**config.mk**
```make
export PLATFORM = sky130hd
export DESIGN_NAME = tcpc_queue
export DESIGN_NICKNAME = d
export VERILOG_FILES = /design/src/rtl/core/ts_continuity_and_pcr_checker_top_defines.svh /design/src/rtl/core/tcpc_pkg.sv /design/src/rtl/core/tcpc_queue.sv
export SDC_FILE = /design/constraint.sdc
export NUM_CORES = 1
export LEC_CHECK = 0
export BUFFER_PORTS_ARGS = -buffer_cell sky130_fd_sc_hd__buf_2
export CAP_MARGIN = 20
export CELL_PAD_IN_SITES_DETAIL_PLACEMENT = 1
export CELL_PAD_IN_SITES_GLOBAL_PLACEMENT = 1
export CORE_UTILIZATION = 40
export CTS_CLUSTER_SIZE = 28
export DETAILED_ROUTE_END_ITERATION = 10
export GPL_TIMING_DRIVEN = 0
export HOLD_SLACK_MARGIN = 0.02
export PLACE_DENSITY_LB_ADDON = 0.05
export SLEW_MARGIN = 0
export SYNTH_ARGS = -nofsm -noshare
export SYNTH_HDL_FRONTEND = slang
export SYNTH_SLANG_ARGS = --single-unit
```
**constraint.sdc**
```tcl
create_clock -name clock -period 5 [get_ports clock]
set_input_delay 1 -clock clock [delete_from_list [all_inputs] [get_ports clock]]
set_output_delay 1 -clock clock [all_outputs]
set_load 0.01 [all_outputs]
```
**src/rtl/core/ts_continuity_and_pcr_checker_top_defines.svh**
```systemverilog
// Assertion helpers used by the checker's top level.
`ifndef TS_CONTINUITY_AND_PCR_CHECKER_TOP_DEFINES_SVH
`define TS_CONTINUITY_AND_PCR_CHECKER_TOP_DEFINES_SVH

// The consequent must hold in the same cycle as the antecedent.
`define TCPC_ASSERT_NOW(label, clk, rst, ante, cons, msg) \
   label: assert property (@(posedge clk) disable iff (rst) (ante) |-> (cons)) \
      else $error(msg);

// The consequent must hold in the cycle after the antecedent.
`define TCPC_ASSERT_NEXT(label, clk, rst, ante, cons, msg) \
   label: assert property (@(posedge clk) disable iff (rst) (ante) |=> (cons)) \
      else $error(msg);

`endif

```
**src/rtl/core/tcpc_pkg.sv**
```systemverilog
package tcpc_pkg;

   localparam int unsigned PID_W   = 13;
   localparam int unsigned CC_W    = 4;
   localparam int unsigned PCR_W   = 42;
   localparam int unsigned TOTAL_W = 32;
   localparam int unsigned ENTRY_W = CC_W + 1;

   localparam int unsigned DEFAULT_PID_TABLE_DEPTH = 8192;
   localparam int unsigned QUEUE_DEPTH = 4;

   // Reciprocal shift for the pid-to-index reduction. With 13-bit pids the
   // truncated quotient is exact for every depth up to 8192.
   localparam int unsigned RECIP_SHIFT = 26;
   localparam int unsigned RECIP_W     = RECIP_SHIFT + 1;

   localparam logic [PCR_W-1:0] PCR_WRAP_PERIOD  = 42'd2576980377600;
   localparam logic [PCR_W-1:0] PCR_HALF_PERIOD  = 42'd1288490188800;
   localparam logic [PCR_W-1:0] PCR_THREE_HALVES = 42'd3865470566400;

   typedef enum logic [1:0] {
      PCR_NONE  = 2'd0,
      PCR_OK    = 2'd1,
      PCR_WRAP  = 2'd2,
      PCR_OTHER = 2'd3
   } pcr_status_type;

   typedef enum logic [1:0] {
      CC_OK   = 2'd0,
      CC_DUP  = 2'd1,
      CC_DISC = 2'd2
   } cc_status_type;

   // A classified packet header on its way from the front to the back.
   typedef struct packed {
      logic [PID_W-1:0] pid;
      logic             transport_error;
      logic             payload_present;
      logic [CC_W-1:0]  cc;
      pcr_status_type   pcr_status;
   } item_type;

   function automatic logic [TOTAL_W-1:0] sat_inc(input logic [TOTAL_W-1:0] v);
      return (v == {TOTAL_W{1'b1}}) ? v : v + TOTAL_W'(1);
   endfunction

endpackage

```
**src/rtl/core/tcpc_queue.sv**
```systemverilog
module tcpc_queue #(
   parameter int unsigned DATA_W = 8,
   parameter int unsigned DEPTH  = tcpc_pkg::QUEUE_DEPTH,
   localparam int unsigned PTR_W = $clog2(DEPTH)
) (
   input  logic              clock,
   input  logic              reset,
   input  logic              push,
   input  logic [DATA_W-1:0] push_data,
   output logic              full,
   input  logic              pop,
   output logic [DATA_W-1:0] pop_data,
   output logic              empty
);

   logic [DATA_W-1:0] slots_ff [DEPTH];
   logic [PTR_W-1:0]  wr_ptr_ff;
   logic [PTR_W-1:0]  rd_ptr_ff;
   logic [PTR_W:0]    count_ff;

   assign full     = (count_ff == (PTR_W + 1)'(DEPTH));
   assign empty    = (count_ff == '0);
   assign pop_data = slots_ff[rd_ptr_ff];

   always_ff @(posedge clock) begin
      if (reset) begin
         wr_ptr_ff <= '0;
         rd_ptr_ff <= '0;
         count_ff  <= '0;
      end else begin
         if (push) begin
            wr_ptr_ff <= (wr_ptr_ff == PTR_W'(DEPTH - 1)) ? '0 : wr_ptr_ff + PTR_W'(1);
         end
         if (pop) begin
            rd_ptr_ff <= (rd_ptr_ff == PTR_W'(DEPTH - 1)) ? '0 : rd_ptr_ff + PTR_W'(1);
         end
         if (push && !pop) begin
            count_ff <= count_ff + (PTR_W + 1)'(1);
         end else if (pop && !push) begin
            count_ff <= count_ff - (PTR_W + 1)'(1);
         end
      end
   end

   always_ff @(posedge clock) begin
      if (push) begin
         slots_ff[wr_ptr_ff] <= push_data;
      end
   end

endmodule

```
After elaboration in Yosys (flattened, before gate mapping)
Memory sizes are Yosys's and may differ from the RTL's. A register that Yosys moved wholly into a read port is not among the register bits.
Index checks and enable logic that the tools add are counted.
{"block": "classes", "addsub": 4, "mul": 0, "div": 0, "n_lt_le_gt_ge": 0, "n_eq_ne": 3, "shifts": 0, "mux": 8, "bitwise": 0, "n_reduce_logical": 6}
{"cell": "two-way mux 2 bit", "n": 4}
{"cell": "two-way mux 3 bit", "n": 2}
{"cell": "adder 2 x 1 -> 2 bit (second input constant)", "n": 2}
{"cell": "equality test 2 bit (second input constant)", "n": 2}
{"cell": "adder 3 x 1 -> 3 bit (second input constant)", "n": 1}
{"cell": "equality test 3 bit (second input constant)", "n": 1}
{"cell": "logical NOT 3 bit", "n": 1}
{"cell": "subtractor 3 x 1 -> 3 bit (second input constant)", "n": 1}
{"cell": "logical AND 1 bit", "n": 2}
{"cell": "logical NOT 1 bit", "n": 2}
{"cell": "two-way mux 1 bit", "n": 2}
{"cell": "nonzero test 2 bit", "n": 1}
{"block": "totals", "ff_bits": 7, "latchBits": 0, "ramBits": 32, "rom_bits": 0, "output_inout_bits": 10, "word_cells": 25, "memories": 1}
{"name": "slots_ff", "depth": 4, "word_bits": 8, "read_ports": 1, "rd_ports_with_merged_regs": 1, "wr": 1, "line": "tcpc_queue.sv:16", "text": "logic [DATA_W-1:0] slots_ff [DEPTH];"}

Longest topological paths before layout
Gate-level depths: netlist of run 1.
{"block": "depth", "depth_word": 4, "mapped_depth": 7}

Worst setup path before layout of run 1
No wires, ideal clock.
{"block": "synth_path", "kind": "input-to-reg", "startpoint": "input port pop", "endpoint": "register count_ff[2]", "t_arrival_ns": 2.192, "required_ns": 4.930, "slack_ns": 2.738, "cell_stages": 7, "path_buffers": 0, "path_cell_list": "inv_1 ha_1 inv_1 fa_1 xor2_1 or3_1 a21oi_1"}
{"block": "synth_between", "elab_chain_cells": 3, "elab_cells_between_ends": 5, "classes_between": "1 x mux; 4 x reduce/logical"}
{"item": "start, declared", "line": "tcpc_queue.sv:11", "text": "input logic pop,"}
{"item": "logical NOT 1 bit", "line": "tcpc_queue.sv:37", "text": "if (push && !pop) begin"}
{"item": "logical AND 1 bit", "line": "tcpc_queue.sv:37"}
{"item": "two-way mux 3 bit or nonzero test 2 bit (tied branches)"}
{"item": "end signal, assigned", "line": "tcpc_queue.sv:38", "text": "count_ff <= count_ff + (PTR_W + 1)'(1);"}
{"item": "end signal, assigned", "line": "tcpc_queue.sv:40", "text": "count_ff <= count_ff - (PTR_W + 1)'(1);"}
{"item": "end, declared", "line": "tcpc_queue.sv:19", "text": "logic [PTR_W:0] count_ff;"}
Several ways; a longest one is shown, not always the timed one.
A chain may end at the register's enable or synchronous reset.

==> results of run 1 <==
[metal layers]
layer	global-route usage (%)	wire (um)	up-vias
li1	-	-	379
met1	14.8	1020	392
met2	22.8	1250	18
met3	5.21	117	7
met4	6.52	51	0
met5	0	0	-
[cells by family after synthesis]
logic type | Yosys count | share of synthesized area, %
compound gates | 3 | 0.939
xor+xnor | 2 | 1.10
fa+ha+maj | 7 | 5.95
buf+inv | 6 | 1.96
flops | 41 | 71.4
mux | 12 | 13.8
simple gates | 15 | 4.85
[power groups by stage]
| stage | Sequential, mW | Combinational (mW) | Clock [mW] |
|---|---|---|---|
| after floorplan | 0.403 | 0.0532 | 0 |
| after global placement | 0.404 | 0.0795 | 0 |
| after detailed placement | 0.406 | 0.0820 | 0 |
| after CTS | 0.398 | 0.0823 | 0.208 |
| after global routing | 0.400 | 0.0894 | 0.222 |
| final | 0.398 | 0.0797 | 0.202 |
[per-stage QoR]
step | util, % | setup WS [ps] | std cells | area (um^2)
final | 49.2 | 2550 | 163 | 1840
after global routing | 49.2 | 2450 | 163 | 1840
after CTS | 49.2 | 2520 | 163 | 1840
after detailed placement | 47.1 | 2520 | 155 | 1760
after global placement | 47.1 | 2530 | 155 | 1760
after floorplan | - | 2740 | 86 | 1600
[synth_stat cells (all sizes together)]
master	count	area, um^2
xor2	2	17.5
or3	1	6.26
fa	1	20.0
mux2i	4	40.0
nor2	7	26.3
nor3	1	5.00
buf	1	11.3
ha	6	75.1
o21ai	1	5.00
mux4	8	180
and2	4	25.0
a21oi	2	10.0
nor3b	2	15.0
clkbuf	1	5.00
dfxtp	9	180
inv	4	15.0
edfxtp	32	961
[registers in the layout, indices dropped and copies added, names as in the netlist, named ones only]
name / cells
rd_ptr_ff: 2
wr_ptr_ff: 2
slots_ff: 32
count_ff: 3
[path summary, 6_finish.rpt]
kind / startpoint / end / slack (ps)
setup / recovery: flip-flop / pop_data[1] / 2550
hold / removal: count_ff[2] / count_ff[2] / 520
setup reg to reg: count_ff[0] / count_ff[2] / 3540
hold reg to reg: count_ff[2] / count_ff[2] / 520
[layout make-up]
cell class	instances	area, um^2
multi-input cells	39	425
clock buffers	8	80.1
fillers	392	1900
well taps	48	60.1
plain buffers	2	16.3
repair buffers	21	105
inverters	4	15.0
flip-flops and latches	41	1140
[worst reg2reg max path: cells and delay by family, from the launching register on]
family,cells,cell delay (ps)
simple gates,1,310
xor+xnor,1,160
compound gates,1,140
fa+ha+maj,1,440
flops,1,360
==> results.toml, run 1 <==
[run_status]
status = "complete, no violations"

[grt]
antenna_found_initial = 0
grt_overflow = 0
grtUsageTotal_pct = 13.5
grt_pass1_wl_mm = 3.95
grt_pass1_vias = 835
grt_max_degree = 12

[power]
comb_power_share_pct = 11.7
p_sw_share_pct = 22.6
p_leak_nw = 0.684
p_switching_mw = 0.154
p_seq_share_pct = 58.5
powerDensity_nw_per_um2 = 369
clock_power_share_pct = 29.7
p_int_mw = 0.526
vdd_ir_drop_max_mv = 0.163
power_mw = 0.680

[logic_synthesis]
netlist_area_um2 = 1600
netlist_instances = 86
syn_avg_cell_area_um2 = 18.6
synth_warnings = 0
mappedNetlistNets = 105
ys_seq_area_share_pct = 71.4
synth_cell_types = 17
synth-seq-cells = 41

[worst_setup_path]
cp_slowest_stage_delay_ps = 520
end_kind = "output pin"
critPathSlowestCell = "mux4_2"
start_kind = "flip-flop"
path_depth = 3
criticalPathCategory = "flip-flop to output pin"
cp_max_fo = 8
cp.arrival_ps = 1450
path_delay_family = "multiplexers"
cp_cell_sequence = "buf_6 > mux4_2 > buf_2"
cp_num_buf_inv = 2
ff2ff_path_depth = 4
cp.required_ps = 4000

[timing]
fmax_mhz = 408
tightest_slew_ps = 441
slew_viol_final = 0
rsz0062_at_grt = "no"
setup_viol = 0
holdWs_ps = 523
fin_tns_setup_ps = 0
hold_viol = 0
finalCritPeriodShare_pct = 49.0
max_slew_margin_pct = 70.6
period_needed_ps = 2450
fin_skew_ps = 2.37

[die]
core_area_um2 = 3740
die-area_um2 = 4250
rows = 22
die_h_um = 65.2
die_width_um = 65.2
initial_utilization_pct = 42.7
io_pins = 22

[clock_tree]
clock_sinks = 41
cts_htree_levels = 2
clkTransAtPathRegs_ps = 70
cts-resized-gates = 0
cts_setup_buffers = 0
insertion_delay_ps = 290
cts_max_path_buffers = 2
cts_buffers = 5
cts_root_buf = "clkbuf_8"
cts_hold_buf = 0
cts_tree = "done"

[layout]
num_antenna_cells = 0
layout_commonest_cell = "edfxtp_1"
nets = 133
area_delta_synth_final_pct = 15.3
final_cell_mix = "32 x edfxtp_1, 21 x buf_2, 9 x dfxtp_1, 8 x mux4_2, 7 x nor2_1"
drive_gt1_share_pct = 31.3

[routing]
wl_mm = 2.43
vias = 796
ant_nets = 0
drc_errors = 0
vias_per_cell = 4.88
drt_first_pass_iters = 3
dr.first_iter.drc_count = 33
routedWlPerCell_um = 14.9

[placement]
hpwl_mm = 1.69
place_congestion = 0.649
numPortBuffers = 21

[min_path]
hp-class = "flip-flop to flip-flop"
min_path_cells = 2

[run]
cap_violations = 0
Note: power is estimated with default switching activity, not from simulation.
==> run 2: changes to the inputs <==
Settings changed: ABC_AREA set to 1.
Clock period 5 ns to 2.4 ns, I/O delays scaled along.
==> results.toml, run 2 <==
[die]
initial_utilization_pct = 43.5
die-area_um2 = 4390
rows = 22
io_pins = 22
die_width_um = 66.3
die_h_um = 66.3
core_area_um2 = 3800

[routing]
drc_errors = 0
ant_nets = 0
drt_first_pass_iters = 3
vias_per_cell = 5.00
dr.first_iter.drc_count = 38
vias = 1060
routedWlPerCell_um = 15.0
wl_mm = 3.19

[layout]
final_cell_mix = "32 x edfxtp_1, 22 x nor2_1, 21 x buf_2, 15 x inv_1, 15 x o21ai_0"
largest_register_ffs = 32
area_delta_synth_final_pct = 15.0
num_antenna_cells = 0
nets = 182
drive_gt1_share_pct = 21.3
regMostFlops = "slots_ff"
layout_commonest_cell = "edfxtp_1"
largestRegisters = "slots_ff: 32 flops, count_ff: 3 flops"
post-route-util_pct = 50.0

[power]
p_leak_nw = 0.768
power_mw = 1.43
vdd_ir_drop_max_mv = 0.343
powerDensity_nw_per_um2 = 755

[timing]
fin_skew_ps = 1.65
max_slew_margin_pct = 74.2
setup_viol = 0
setup_ws_ps = 460
tightest_slew_ps = 387
fmax_mhz = 516
slew_viol_final = 0
finalCritPeriodShare_pct = 80.8
hold_viol = 0
fin_tns_setup_ps = 0
rsz0062_at_grt = "no"
period_needed_ps = 1940

[clock_tree]
insertion_delay_ps = 290
cts_hold_buf = 0
clkTransAtPathRegs_ps = 70
cts_max_path_buffers = 2
cts_tree = "done"
cts_setup_buffers = 0
clock_sinks = 41
cts_root_buf = "clkbuf_8"
cts_buffers = 5
cts_htree_levels = 2
cts-resized-gates = 0

[worst_setup_path]
start_kind = "flip-flop"
end_kind = "output pin"
cp.required_ps = 1920
r2r-end = "slots_ff[3][3]"
r2r_setup_slack_ps = 1110
cp_max_fo = 10
crit_path_end = "pop_data[3]"
r2r-start = "wr_ptr_ff[0]"
criticalPathCategory = "flip-flop to output pin"
ff2ff_path_depth = 3
cp.arrival_ps = 1460

[logic_synthesis]
synth_top_area_share_pct = 58.2
synth_warnings = 0
ys_top_cells_by_area = "edfxtp_1 58%, dfxtp_1 11%, nor2_1 5.0%, ha_1 4.5%, o21ai_0 4.5%"
syn_avg_cell_area_um2 = 12.2
netlist_instances = 135
synth_edf_count = 32
ys_seq_area_share_pct = 69.1
yosysTopAreaCell = "edfxtp_1"
synth-seq-cells = 41
synth_most_common_cell = "edfxtp_1"
synthArstFlopShare_pct = 0
netlist_area_um2 = 1650
ys.flop_type = "edfxtp_1"
synth_cell_types = 19
mappedNetlistNets = 154
synth_commonest_cells = "32 x edfxtp_1, 22 x nor2_1, 15 x inv_1, 15 x o21ai_0, 9 x dfxtp_1"

[placement]
pre_cts_slack_ps = 610
hpwl_mm = 2.27
place_congestion = 0.666
numPortBuffers = 21

[run_status]
status = "complete, no violations"

[grt]
grt_overflow = 0
grt_pass1_wl_mm = 5.21
grt_max_degree = 13
antenna_found_initial = 0
grt_pass1_vias = 1130
grtUsageTotal_pct = 17.4

[run]
cap_violations = 0

[min_path]
hp-start = "reset"
hp-class = "input port to flip-flop"
==> run 2: cell count changes after synthesis, moves of 3 or more <==
cell,change
and2_1,-4
inv_1,+11
mux2i_1,-4
mux4_2,-8
nand2_1,+8
nor2_1,+15
nor3_1,+3
o21ai_0,+14
o22ai_1,+8
==> run 2: layout make-up <==
class | count | area (um^2)
fillers | 421 | 1900
flip-flops and latches | 41 | 1140
multi-input cells | 76 | 428
repair buffers | 21 | 105
clock buffers | 6 | 72.6
inverters | 16 | 60.1
well taps | 48 | 60.1
plain buffers | 2 | 22.5
clock inverters | 2 | 10.0
==> run 2: worst min path at each step <==
stage / endpoint / slack [ps] / depth (start not counted)
floorplan: wr_ptr_ff[1] / 490 / 2
global placement: wr_ptr_ff[1] / 520 / 2
detailed placement: flip-flop / 550 / 2
CTS: slots_ff[1][1] / 390 / 1
global route: slots_ff[1][1] / 390 / 1
finish: count_ff[0] / 400 / 2
==> run 2: worst max-delay path, stage by stage (launching register included) <==
cell and delay (ps):
dfxtp_1 520, inv_2 140, buf_6 180, nor2_1 100
o22ai_1 90, buf_2 140
==> run 2: metrics by stage <==
| stage | hold WS, ps | std cells | area (um^2) |
|---|---|---|---|
| CTS | 393 | 212 | 1900 |
| global placement | 521 | 204 | 1820 |
| finish | 398 | 212 | 1900 |
| global route | 389 | 212 | 1900 |
| detailed placement | 546 | 204 | 1820 |
| floorplan | 490 | 135 | 1650 |
==> run 2: logic make-up after synthesis <==
| group | Yosys count | synth area share [%] |
|---|---|---|
| flops | 41 | 69.1 |
| simple gates | 38 | 9.47 |
| compound gates | 30 | 10.2 |
| buf+inv | 18 | 5.00 |
| fa+ha+maj | 7 | 5.76 |
| xor+xnor | 1 | 0.530 |
==> run 2: metal layers <==
metal | vias to the layer above | wire length (um) | global-route usage (%)
li1 | 524 | - | -
met5 | - | 0 | 0
met1 | 512 | 1290 | 17.9
met3 | 7 | 107 | 5.17
met2 | 17 | 1740 | 32.4
met4 | 0 | 58 | 7.18
==> run 2: power breakdown <==
part / internal, mW / switching (mW) / total (mW)
Combinational: 0.0713 / 0.111 / 0.182
Sequential: 0.805 / 0.0264 / 0.831
Clock: 0.201 / 0.219 / 0.421
