==> src/rtl/core/ts_continuity_and_pcr_checker_top_defines.svh <==
// Assertion helpers used by the checker's top level.
`ifndef TS_CONTINUITY_AND_PCR_CHECKER_TOP_DEFINES_SVH
`define TS_CONTINUITY_AND_PCR_CHECKER_TOP_DEFINES_SVH

// The consequent must hold in the same cycle as the antecedent.
`define TCPC_ASSERT_NOW(label, clk, rst, ante, cons, msg) \
   label: assert property (@(posedge clk) disable iff (rst) (ante) |-> (cons)) \
      else $error(msg);

// The consequent must hold in the cycle after the antecedent.
`define TCPC_ASSERT_NEXT(label, clk, rst, ante, cons, msg) \
   label: assert property (@(posedge clk) disable iff (rst) (ante) |=> (cons)) \
      else $error(msg);

`endif

==> src/rtl/core/tcpc_pkg.sv <==
package tcpc_pkg;

   localparam int unsigned PID_W   = 13;
   localparam int unsigned CC_W    = 4;
   localparam int unsigned PCR_W   = 42;
   localparam int unsigned TOTAL_W = 32;
   localparam int unsigned ENTRY_W = CC_W + 1;

   localparam int unsigned DEFAULT_PID_TABLE_DEPTH = 8192;
   localparam int unsigned QUEUE_DEPTH = 4;

   // Reciprocal shift for the pid-to-index reduction. With 13-bit pids the
   // truncated quotient is exact for every depth up to 8192.
   localparam int unsigned RECIP_SHIFT = 26;
   localparam int unsigned RECIP_W     = RECIP_SHIFT + 1;

   localparam logic [PCR_W-1:0] PCR_WRAP_PERIOD  = 42'd2576980377600;
   localparam logic [PCR_W-1:0] PCR_HALF_PERIOD  = 42'd1288490188800;
   localparam logic [PCR_W-1:0] PCR_THREE_HALVES = 42'd3865470566400;

   typedef enum logic [1:0] {
      PCR_NONE  = 2'd0,
      PCR_OK    = 2'd1,
      PCR_WRAP  = 2'd2,
      PCR_OTHER = 2'd3
   } pcr_status_type;

   typedef enum logic [1:0] {
      CC_OK   = 2'd0,
      CC_DUP  = 2'd1,
      CC_DISC = 2'd2
   } cc_status_type;

   // A classified packet header on its way from the front to the back.
   typedef struct packed {
      logic [PID_W-1:0] pid;
      logic             transport_error;
      logic             payload_present;
      logic [CC_W-1:0]  cc;
      pcr_status_type   pcr_status;
   } item_type;

   function automatic logic [TOTAL_W-1:0] sat_inc(input logic [TOTAL_W-1:0] v);
      return (v == {TOTAL_W{1'b1}}) ? v : v + TOTAL_W'(1);
   endfunction

endpackage

==> src/rtl/core/tcpc_ifs.sv <==
interface tcpc_req_if;
   logic                       valid;
   logic                       ready;
   logic [tcpc_pkg::PID_W-1:0] pid;
   logic                       transport_error;
   logic                       payload_present;
   logic [tcpc_pkg::CC_W-1:0]  cc_value;
   logic                       has_pcr;
   logic [tcpc_pkg::PCR_W-1:0] pcr_value;

   modport source (output valid, pid, transport_error, payload_present, cc_value,
                   has_pcr, pcr_value, input ready);
   modport sink (input valid, pid, transport_error, payload_present, cc_value,
                 has_pcr, pcr_value, output ready);
endinterface


==> src/rtl/core/tcpc_front.sv <==
module tcpc_front #(
   parameter int unsigned PID_TABLE_DEPTH = tcpc_pkg::DEFAULT_PID_TABLE_DEPTH,
   localparam int unsigned IDX_W = $clog2(PID_TABLE_DEPTH)
) (
   input  logic               clock,
   input  logic               reset,
   tcpc_req_if.sink           req_ch,
   input  logic               table_clearing,
   input  logic               q_full,
   output logic               q_push,
   output tcpc_pkg::item_type q_item,
   output logic [IDX_W-1:0]   q_idx
);

   localparam logic [tcpc_pkg::RECIP_W-1:0] RECIP =
      tcpc_pkg::RECIP_W'((64'd1 << tcpc_pkg::RECIP_SHIFT) / PID_TABLE_DEPTH + 1);
   localparam logic [tcpc_pkg::PID_W:0] DEPTH_C = (tcpc_pkg::PID_W + 1)'(PID_TABLE_DEPTH);
   localparam int unsigned PROD_W = tcpc_pkg::PID_W + tcpc_pkg::RECIP_W;

   logic                         accept;
   logic                         pcr_take;
   logic                         on_lock;
   logic [tcpc_pkg::PCR_W:0]     pcr_sub;

   logic                         s1_valid_ff, s1_valid_in;
   logic [tcpc_pkg::PID_W-1:0]   pid_ff;
   logic                         terr_ff;
   logic                         payload_ff;
   logic [tcpc_pkg::CC_W-1:0]    cc_ff;
   logic                         pcr_take_ff;
   logic                         on_lock_ff;
   logic                         older_ff;
   logic [tcpc_pkg::PCR_W-1:0]   diff_ff;
   logic [PROD_W-1:0]            prod_ff;

   logic                         locked_ff;
   logic [tcpc_pkg::PID_W-1:0]   lock_pid_ff;
   logic [tcpc_pkg::PCR_W-1:0]   last_pcr_ff;

   logic [tcpc_pkg::PID_W-1:0]   quot;
   logic [tcpc_pkg::PID_W-1:0]   quot_times_depth;
   logic                         wrap;

   assign q_push        = s1_valid_ff && !q_full;
   assign req_ch.ready  = !table_clearing && (!s1_valid_ff || q_push);
   assign accept        = req_ch.valid && req_ch.ready;
   assign pcr_take      = !req_ch.transport_error && req_ch.has_pcr;
   assign on_lock       = !locked_ff || (lock_pid_ff == req_ch.pid);
   assign pcr_sub       = {1'b0, last_pcr_ff} - {1'b0, req_ch.pcr_value};

   always_comb begin
      s1_valid_in = s1_valid_ff;
      if (accept) begin
         s1_valid_in = 1'b1;
      end else if (q_push) begin
         s1_valid_in = 1'b0;
      end
   end

   always_ff @(posedge clock) begin
      if (reset) begin
         s1_valid_ff <= 1'b0;
         locked_ff   <= 1'b0;
         lock_pid_ff <= '0;
         last_pcr_ff <= '0;
      end else begin
         s1_valid_ff <= s1_valid_in;
         if (accept && pcr_take) begin
            if (!locked_ff) begin
               locked_ff   <= 1'b1;
               lock_pid_ff <= req_ch.pid;
            end
            if (on_lock) begin
               last_pcr_ff <= req_ch.pcr_value;
            end
         end
      end
   end

   always_ff @(posedge clock) begin
      if (accept) begin
         pid_ff      <= req_ch.pid;
         terr_ff     <= req_ch.transport_error;
         payload_ff  <= req_ch.payload_present;
         cc_ff       <= req_ch.cc_value;
         pcr_take_ff <= pcr_take;
         on_lock_ff  <= on_lock;
         // No borrow means the new PCR is not above the old one.
         older_ff    <= !pcr_sub[tcpc_pkg::PCR_W];
         diff_ff     <= pcr_sub[tcpc_pkg::PCR_W-1:0];
         prod_ff     <= PROD_W'(req_ch.pid) * PROD_W'(RECIP);
      end
   end

   // The difference is below twice the period, so its remainder exceeds half
   // the period either between half and one period or above one and a half.
   assign wrap = older_ff &&
                 (((diff_ff > tcpc_pkg::PCR_HALF_PERIOD) && (diff_ff < tcpc_pkg::PCR_WRAP_PERIOD))
                  || (diff_ff > tcpc_pkg::PCR_THREE_HALVES));

   assign quot             = prod_ff[tcpc_pkg::RECIP_SHIFT +: tcpc_pkg::PID_W];
   assign quot_times_depth = tcpc_pkg::PID_W'(quot * DEPTH_C);
   assign q_idx            = IDX_W'(pid_ff - quot_times_depth);

   always_comb begin
      q_item.pid             = pid_ff;
      q_item.transport_error = terr_ff;
      q_item.payload_present = payload_ff;
      q_item.cc              = cc_ff;
      priority if (!pcr_take_ff) begin
         q_item.pcr_status = tcpc_pkg::PCR_NONE;
      end else if (!on_lock_ff) begin
         q_item.pcr_status = tcpc_pkg::PCR_OTHER;
      end else if (wrap) begin
         q_item.pcr_status = tcpc_pkg::PCR_WRAP;
      end else begin
         q_item.pcr_status = tcpc_pkg::PCR_OK;
      end
   end

endmodule

==> src/flat_wrapper.sv <==
// flat-port wrapper written by rule: the top's interface ports become plain ports
module tcpc_front_flat 
#(
   parameter int unsigned PID_TABLE_DEPTH = tcpc_pkg::DEFAULT_PID_TABLE_DEPTH,
   localparam int unsigned IDX_W = $clog2(PID_TABLE_DEPTH)
)
  (clock, reset, table_clearing, q_full, q_push, q_item, q_idx, req_ch_valid, req_ch_pid, req_ch_transport_error, req_ch_payload_present, req_ch_cc_value, req_ch_has_pcr, req_ch_pcr_value, req_ch_ready);
  tcpc_req_if req_ch_i ();
  input  logic clock;
  input  logic reset;
  input  logic table_clearing;
  input  logic q_full;
  output logic q_push;
  output tcpc_pkg::item_type q_item;
  output logic [IDX_W-1:0] q_idx;
  input wire logic [$bits(req_ch_i.valid)-1:0] req_ch_valid;
  input wire logic [$bits(req_ch_i.pid)-1:0] req_ch_pid;
  input wire logic [$bits(req_ch_i.transport_error)-1:0] req_ch_transport_error;
  input wire logic [$bits(req_ch_i.payload_present)-1:0] req_ch_payload_present;
  input wire logic [$bits(req_ch_i.cc_value)-1:0] req_ch_cc_value;
  input wire logic [$bits(req_ch_i.has_pcr)-1:0] req_ch_has_pcr;
  input wire logic [$bits(req_ch_i.pcr_value)-1:0] req_ch_pcr_value;
  output wire logic [$bits(req_ch_i.ready)-1:0] req_ch_ready;
  assign req_ch_i.valid = req_ch_valid;
  assign req_ch_i.pid = req_ch_pid;
  assign req_ch_i.transport_error = req_ch_transport_error;
  assign req_ch_i.payload_present = req_ch_payload_present;
  assign req_ch_i.cc_value = req_ch_cc_value;
  assign req_ch_i.has_pcr = req_ch_has_pcr;
  assign req_ch_i.pcr_value = req_ch_pcr_value;
  assign req_ch_ready = req_ch_i.ready;
  tcpc_front #(.PID_TABLE_DEPTH(PID_TABLE_DEPTH)) u_core (.clock(clock), .reset(reset), .req_ch(req_ch_i), .table_clearing(table_clearing), .q_full(q_full), .q_push(q_push), .q_item(q_item), .q_idx(q_idx));
endmodule
==> config.mk <==
export PLATFORM = sky130hd
export DESIGN_NAME = tcpc_front_flat
export DESIGN_NICKNAME = d
export VERILOG_FILES = /design/src/rtl/core/ts_continuity_and_pcr_checker_top_defines.svh /design/src/rtl/core/tcpc_pkg.sv /design/src/rtl/core/tcpc_ifs.sv /design/src/rtl/core/tcpc_front.sv /design/src/flat_wrapper.sv
export SDC_FILE = /design/constraint.sdc
export NUM_CORES = 1
export LEC_CHECK = 0
export ABC_AREA = 1
export BUFFER_PORTS_ARGS = -buffer_cell sky130_fd_sc_hd__buf_2
export CORE_ASPECT_RATIO = 0.8
export CORE_MARGIN = 3
export CORE_UTILIZATION = 54
export DETAILED_ROUTE_END_ITERATION = 8
export PLACE_DENSITY = 0.81
export SKIP_CTS_REPAIR_TIMING = 1
export SLEW_MARGIN = 20
export SYNTH_ARGS = -nofsm -noshare
export SYNTH_HDL_FRONTEND = slang
export SYNTH_SLANG_ARGS = --single-unit
==> constraint.sdc <==
create_clock -name clock -period 3.95 [get_ports clock]
set_input_delay 1.185 -clock clock [delete_from_list [all_inputs] [get_ports clock]]
set_output_delay 1.185 -clock clock [all_outputs]
set_load 0.01 [all_outputs]
# --- After elaboration in Yosys (flattened, before gate mapping) ---
# Cells that the tools add are included.
totals:
  input_bits: 67
  register_bits: 121
  output_inout_bits: 36
  word_cells: 42
op_classes:
  mux: 5
  n_lt_le_gt_ge: 3
  n_eq_ne: 1
  n_reduce_logical: 19
  add_sub_neg: 1
  n_bitwise: 1
ops:
  columns: ["operator", "count"]
  rows:
  - ["$sub A42 B42 Y43", 1]
  - ["$gt A42 B41 Y1 const B", 1]
  - ["$gt A42 B42 Y1 const B", 1]
  - ["$lt A42 B42 Y1 const B", 1]
  - ["$eq A13 B13 Y1", 1]
  - ["$logic_and A1 B1 Y1", 7]
  - ["$logic_not A1 Y1", 6]
  - ["$mux W2", 3]
  - ["$reduce_and A2 Y1", 2]
  - ["$logic_or A1 B1 Y1", 3]
  - ["$mux W1", 2]
  - ["$reduce_bool A2 Y1", 1]
  - ["$not A1 Y1", 1]

# --- Depth between registers and ports, before layout ---
# Gate-level depths: netlist of the first run.
depth:
  ltp_word: 7
  mapped_depth: 14
  depth_no_buf: 14

# --- Least setup slack after synthesis of the first run ---
# No wires, ideal clock.
synth_timing:
  kind: "input port to flip-flop"
  from: "input port q_full"
  to: "register u_core.last_pcr_ff[24] (netlist name)"
  path_stages: 9
  path_buffers: 1
  t_required_ps: 3837
  path_slack_ps: 86
  setup_time_ps: 113
  arrival_ps: 3751
  cell_sequence: "nand2_1 inv_2 nor3b_4 nand2_2 inv_2 clkbuf_1 nand3_1 nand2_1 nor2_1"
synth_between:
  elab_chain_len: 7
synth_rtl:
  columns: ["item", "line", "rtl"]
  rows:
  - ["start, declared", "flat_wrapper.sv:12", "input logic q_full;"]
  - ["$logic_not A1 Y1", "tcpc_front.sv:44", "assign q_push = s1_valid_ff && !q_full;"]
  - ["$logic_and A1 B1 Y1", "tcpc_front.sv:44", null]
  - ["$logic_or A1 B1 Y1", "tcpc_front.sv:45", "assign req_ch.ready = !table_clearing && (!s1_valid_ff || q_push);"]
  - ["$logic_and A1 B1 Y1", "tcpc_front.sv:45", null]
  - ["$logic_and A1 B1 Y1", "tcpc_front.sv:46", "assign accept = req_ch.valid && req_ch.ready;"]
  - ["named net u_core.accept", "tcpc_front.sv:20", "logic accept;"]
  - ["$logic_and A1 B1 Y1", "tcpc_front.sv:68", "if (accept && pcr_take) begin"]
  - ["$reduce_and A2 Y1 (no line)", null, null]
  - ["end signal, assigned", "tcpc_front.sv:74", "last_pcr_ff <= req_ch.pcr_value;"]
  - ["end, declared", "tcpc_front.sv:38", "logic [tcpc_pkg::PCR_W-1:0] last_pcr_ff;"]
# The timed path passes the listed nets, and every way through them passes these cells.
# A chain may end at the register's enable or synchronous reset.

==> impl_metrics.toml, run 1 <==
[synthesis]
synth_area_sq_um = 8391
postSynthCellCount = 1213
ys_seq_elements = 121
yosysSeqAreaShare_pct = 36.50
ys.flop_type = "edfxtp_1"
yosysTopAreaCell = "edfxtp_1"
synth_edf_count = 64
yosysWarnings = 0
synth_top_area_share_pct = 22.90
syn_nets = 1323
ys_types = 38
synth_area_leaders = "edfxtp_1, nand2_1, dfxtp_1"
async_flop_share_pct = 0
syn_avg_cell_area_sq_um = 6.917

[status]
status = "complete, no violations"

[setup_path]
crit_type = "reg2out"
cp.arrival_ns = 2.02
startpoint_type = "register"
cp_max_fo = 2
crit_chain = "or2_2 > nor2_1 > nand3_1 > o21bai_1 > nand2_1 > nand3_1 > nand2_1 > inv_1 > buf_2"
cpPeakStageDelay_ns = 0.36
cpMaxStageDelayCell = "edfxtp_1"
required_ns = 2.76
endpoint_kind = "output pin"

[final_layout]
final_nets = 1408
diodes = 0
drive_gt1_share_pct = 15.18
area_growth_pct = 12.96

[drt]
drcViolationCount = 0
vias_per_cell = 5.044
first_pass_iters = 5
drtIter0Drc = 780
wl_microns = 20860
vias = 7672
drt-wirelength-per-cell_microns = 13.71
postRouteAntennaNets = 0

[run]
drv_cap = 0

[cts]
cts_buffers = 17
cts_root_buf = "clkbuf_16"
cts.sinks = 121
htreeDepth = 4
cts_tree = "done"
cts.clk_slew.worst_paths_ns = 0.06
clock_latency_ns = 0.43
clk_path_buf_depth = 2

[die]
rows = 40
start_util_pct = 55.51
die-area_sq_um = 17080
pin_count = 103
die_h_microns = 117.5
die_x_microns = 145.4
core_sq_um = 15110

[global_route]
grt_overflow = 0
grt_pass1_vias = 7020
antenna_found_initial = 1
grt_pass1_wl_microns = 33800
globalRouteTotalUtil_pct = 24.38
grt_max_degree = 86

[min_path]
hp-class = "reg2reg"

[timing]
timing.hold.ws_ns = 0.4824
maxSlewViolCount = 0
finalCritPeriodShare_pct = 81.13
rsz0062_at_grt = "no"
setup_violations = 0
clock_skew_ns = 0.008761
slew_headroom_pct = 43.24
hold_viol = 0
final.setup.tns_ns = 0
worst_pin_slew_ns = 0.8514
clock.fmax_mhz = 312.0
final.min_clock_period_ns = 3.205

[place]
globalplace.congestion = 1.076
portBuffers = 102
hpwlAfterDp_microns = 15920

[pwr]
cellPowerDensity_nw_per_um2 = 369.2
ir_drop_v = 0.0003686
p_leak_nw = 4.919
-- state kept, by name, indices dropped and copies added (netlist names), 4 cells and up --
signal	flops
u_core.cc_ff	4
u_core.diff_ff	42
u_core.last_pcr_ff	42
u_core.lock_pid_ff	13
u_core.pid_ff	13
-- layout by cell type, fill, tap and decap left out, drive strengths merged --
master / netlist / final
nand4: 1 / 1
o21ai: 26 / 26
buf: 35 / 107
inv: 218 / 224
a21oi: 87 / 87
nor3b: 2 / 2
dfxtp: 57 / 57
a31oi: 4 / 4
a21o: 1 / 1
clkbuf: 6 / 19
fa: 1 / 1
edfxtp: 64 / 64
o211ai: 1 / 1
o21bai: 5 / 5
nand2: 383 / 383
xnor2: 9 / 9
nor2: 151 / 151
clkinvlp: 0 / 1
bufinv: 0 / 1
or2: 5 / 5
and2: 2 / 2
ha: 42 / 42
nor3: 8 / 8
xor2: 18 / 18
clkinv: 0 / 5
nand3: 87 / 87
-- cell usage after synthesis, types with 2 or more instances --
cell type,number
or2_2,3
o21bai_1,5
nor2_1,143
nand2_2,2
nand3_1,86
nor2_2,8
xor2_1,18
dfxtp_1,57
nor3_1,8
a21oi_1,48
nand2_1,380
a31oi_1,4
buf_4,16
buf_12,4
clkbuf_1,6
inv_1,213
ha_1,42
xnor2_1,9
buf_6,6
edfxtp_1,64
a21oi_2,39
buf_2,7
o21ai_1,3
inv_2,5
and2_1,2
o21ai_0,23
-- worst max-delay path, delay by kind of cell, from the launching register on --
kind	cells	cell delay [ns]
compound gates	1	0.16
buf+inv	2	0.15
flops	1	0.36
simple gates	6	0.93
-- area by class of cell --
type | count | area (sq um)
Clock buffer | 19 | 464.2
Sequential cell | 121 | 3063
Multi-Input combinational cell | 833 | 4165
Inverter | 218 | 819.5
Timing Repair Buffer | 107 | 573.1
Tap cell | 210 | 262.8
Fill cell | 1362 | 5637
Clock inverter | 13 | 130.1
-- metrics by stage --
step / total power, mW / cell area (sq um) / std cells / util, % / setup slack (ns)
final: 3.500 / 9478 / 1521 / 62.71 / 0.7452
after CTS: 3.510 / 9478 / 1521 / 62.71 / 0.7607
after global placement: 1.945 / 8884 / 1489 / 58.77 / 0.8029
after global routing: 3.635 / 9478 / 1521 / 62.71 / 0.6130
after floorplan: 1.807 / 8391 / 1213 / - / 0.08594
after detailed placement: 1.953 / 8884 / 1489 / 58.77 / 0.7941
-- power breakdown --
part | internal, mW | total (mW) | switching (mW)
registers | 1.40 | 1.43 | 0.0283
logic | 0.179 | 0.513 | 0.334
clock network | 0.934 | 1.56 | 0.626
-- cell families (layout without fill, tap and decap cells) --
kind of cell | after synthesis | in the layout | synth area share, %
AND/OR/NAND/NOR | 639 | 639 | 30.91
adder cells (fa/ha/maj) | 43 | 43 | 6.502
flip-flops | 121 | 121 | 36.50
AO/OA/AOI/OAI | 124 | 124 | 9.410
buffers and inverters | 259 | 357 | 13.85
XOR/XNOR | 27 | 27 | 2.818
-- per-layer routing --
| metal | up-vias | GRT usage [%] | routed length, microns |
|---|---|---|---|
| li1 | 3923 | - | - |
| met3 | 39 | 5.851 | 1944 |
| met1 | 3402 | 36.20 | 10020 |
| met5 | - | 0 | 7 |
| met2 | 306 | 34.96 | 8483 |
| met4 | 2 | 7.948 | 400 |
-- path summary, 6_finish.rpt --
| kind | slack (ns) | startpoint | endpoint | cells after the start |
|---|---|---|---|---|
| max | 0.75 | u_core.diff_ff[0]$_DFFE_PP_ | q_item[0] | 9 |
| min | 0.48 | u_core.lock_pid_ff[2]$_SDFFE_PP0P_ | u_core.lock_pid_ff[2]$_SDFFE_PP0P_ | 2 |
| max reg2reg | 1.67 | u_core.last_pcr_ff[0]$_SDFFE_PP0P_ | u_core.diff_ff[36]$_DFFE_PP_ | 13 |
| min reg2reg | 0.48 | u_core.lock_pid_ff[2]$_SDFFE_PP0P_ | u_core.lock_pid_ff[2]$_SDFFE_PP0P_ | 2 |
No activity file was read; power rests on OpenSTA's default activity.
==> run 2, diff against run 1 <==
--- a/config.mk
+++ b/config.mk
@@ -5,13 +5,13 @@
 export SDC_FILE = /design/constraint.sdc
 export NUM_CORES = 1
 export LEC_CHECK = 0
-export ABC_AREA = 1
+export ABC_AREA = 0
 export BUFFER_PORTS_ARGS = -buffer_cell sky130_fd_sc_hd__buf_2
 export CORE_ASPECT_RATIO = 0.8
 export CORE_MARGIN = 3
-export CORE_UTILIZATION = 54
+export CORE_UTILIZATION = 52
 export DETAILED_ROUTE_END_ITERATION = 8
-export PLACE_DENSITY = 0.81
+export PLACE_DENSITY = 0.8
 export SKIP_CTS_REPAIR_TIMING = 1
 export SLEW_MARGIN = 20
 export SYNTH_ARGS = -nofsm -noshare
==> constraint.sdc (replaced) <==
create_clock -name clock -period 2.9 [get_ports clock]
set_input_delay 0.87 -clock clock [delete_from_list [all_inputs] [get_ports clock]]
set_output_delay 0.87 -clock clock [all_outputs]
set_load 0.01 [all_outputs]
==> run 2 against run 1 <==
The run now ends with negative setup slack left. Non-clock buffer count grew 101. Sequential cell count is the same. Total power grew 29%. Largest cell class unchanged.
==> impl_metrics.toml, run 2 <==
[die]
core_sq_um = 12480
start_util_pct = 54.41
pin_count = 103
die_x_microns = 133.8
die_h_microns = 108.2
rows = 36
die-area_sq_um = 14470

[synthesis]
synth_top_area_share_pct = 28.31
synth_area_leaders = "edfxtp_1, dfxtp_1, ha_1"
syn_avg_cell_area_sq_um = 9.212
yosys.cell_count.top_type = "nor2_1"
synthTopCellsByCount = "nor2_1, a21oi_1, nand2_1, edfxtp_1, dfxtp_1"
syn_nets = 847
async_flop_share_pct = 0
yosysWarnings = 0
yosysSeqAreaShare_pct = 45.12
synth_edf_count = 64
postSynthCellCount = 737
ys.flop_type = "edfxtp_1"
ys_seq_elements = 121
ys_types = 63
synth_area_sq_um = 6789
yosysTopAreaCell = "edfxtp_1"

[global_route]
grt_max_degree = 47
grt_pass1_vias = 5337
antenna_found_initial = 0
grt_overflow = 0
grt_pass1_wl_microns = 24630
globalRouteTotalUtil_pct = 21.07

[pwr]
ir_drop_v = 0.0004893
power_mw = 4.526
sw_frac_of_total_pct = 27.44
seqPwrFrac_pct = 42.3
cellPowerDensity_nw_per_um2 = 507.9
p_clk_share_pct = 45.2
switchingPower_mw = 1.242
intPower_mw = 3.284
p_leak_nw = 4.045
pwr-share-comb_pct = 12.5

[drt]
wl_microns = 15790
drt-wirelength-per-cell_microns = 14.29
vias = 5818
drtIter0Drc = 307
postRouteAntennaNets = 0
vias_per_cell = 5.265
drcViolationCount = 0
first_pass_iters = 5

[final_layout]
register_area_sq_um = 3063
mostFrequentLayoutCell = "nor2_1"
diodes = 0
top_regs = "u_core.diff_ff: 42 flops, u_core.last_pcr_ff: 42 flops"
area_growth_pct = 31.24
final_cell_mix = "nor2_1, buf_4, buf_2, a21oi_1, nand2_1"
fillers = 894
final_nets = 1031
multiInputGateArea_sq_um = 3511
drive_gt1_share_pct = 31.58

[timing]
slew_headroom_pct = 65.13
finalCritPeriodShare_pct = 104.6
clock.fmax_mhz = 329.8
final.min_clock_period_ns = 3.033
setup_violations = 4
worst_pin_slew_ns = 0.5176
timing.hold.ws_ns = 0.4692
maxSlewViolCount = 0
clock_skew_ns = 0.01166
setup_ws_ns = -0.1326
rsz0062_at_grt = "yes"
hold_viol = 0

[setup_path]
endpoint_kind = "output pin"
cp.arrival_ns = 2.16
crit_type = "reg2out"
required_ns = 2.03
startpoint_type = "register"
cp_max_fo = 2

[min_path]
hp-class = "reg2reg"

[place]
globalplace.congestion = 0.8941
place_ws_ns = -0.5585
portBuffers = 102
hpwlAfterDp_microns = 10780

[cts]
cts.sinks = 121
cts_root_buf = "clkbuf_16"
cts_buffers = 17
cts.clk_slew.worst_paths_ns = 0.07
clock_latency_ns = 0.42
clk_path_buf_depth = 2
cts_tree = "done"
htreeDepth = 4

[status]
status = "complete, but fails checks"
failed_checks = "negative setup slack"

[run]
drv_cap = 0
==> run 2: worst paths after layout <==
path	startpoint	endpoint	slack [ns]	cells after the start
setup / recovery	u_core.diff_ff[3]$_DFFE_PP_	q_item[0]	-0.13	7
hold reg to reg	u_core.lock_pid_ff[5]$_SDFFE_PP0P_	u_core.lock_pid_ff[5]$_SDFFE_PP0P_	0.47	2
setup reg to reg	u_core.last_pcr_ff[0]$_SDFFE_PP0P_	u_core.diff_ff[40]$_DFFE_PP_	-0.02	14
hold / removal	u_core.lock_pid_ff[5]$_SDFFE_PP0P_	u_core.lock_pid_ff[5]$_SDFFE_PP0P_	0.47	2
==> run 2: kinds of logic (layout without fill, tap and decap cells) <==
| family | count (synthesis) | count (layout) | synth area share, % |
|---|---|---|---|
| fa+ha+maj | 43 | 43 | 8.035 |
| mux | 1 | 1 | 0.1474 |
| simple gates | 236 | 236 | 15.30 |
| buf+inv | 94 | 291 | 6.800 |
| compound gates | 192 | 192 | 18.15 |
| xor+xnor | 50 | 50 | 6.450 |
| flops | 121 | 121 | 45.12 |
==> run 2: critical path: stages, from the launching register on <==
cell	delay (ns)
edfxtp_1	0.40
nor4_2	0.30
nand4_1	0.12
o311a_1	0.37
o21ai_1	0.12
nand2_1	0.09
a31oi_1	0.18
buf_2	0.16
==> run 2: stage by stage <==
step | util, % | TNS (ns) | std cells | area, sq um
after floorplan | - | -0.7783 | 737 | 6848
after global placement | 64.74 | -6.376 | 1065 | 8078
after detailed placement | 64.74 | -7.837 | 1065 | 8078
after CTS | 69.33 | -1.310 | 1097 | 8651
after global routing | 71.41 | -0.8971 | 1105 | 8910
final | 71.41 | -0.4284 | 1105 | 8910
==> run 2: routing by layer <==
metal	global-route usage, %	part of all wire [%]
met1	26.95	45
met2	35.29	48
met3	5.535	5.5
met4	6.608	1.5
met5	0	0
==> run 2: area by class of cell <==
type / instances / share of cell area [%]
clock inverters: 15 / 1.657
flip-flops and latches: 121 / 34.38
repair buffers: 208 / 15.19
inverters: 51 / 2.191
clock buffers: 17 / 4.775
well taps: 171 / 2.401
multi-input cells: 522 / 39.40
==> run 2: power by group through the flow <==
stage | registers (mW) | clock network, mW | logic (mW)
6_report | 1.91 | 2.05 | 0.566
3_3_place_gp | 1.94 | 0 | 0.515
3_5_place_dp | 1.95 | 0 | 0.525
5_1_grt | 1.92 | 2.15 | 0.620
4_1_cts | 1.91 | 2.07 | 0.534
2_1_floorplan | 1.95 | 0 | 0.322
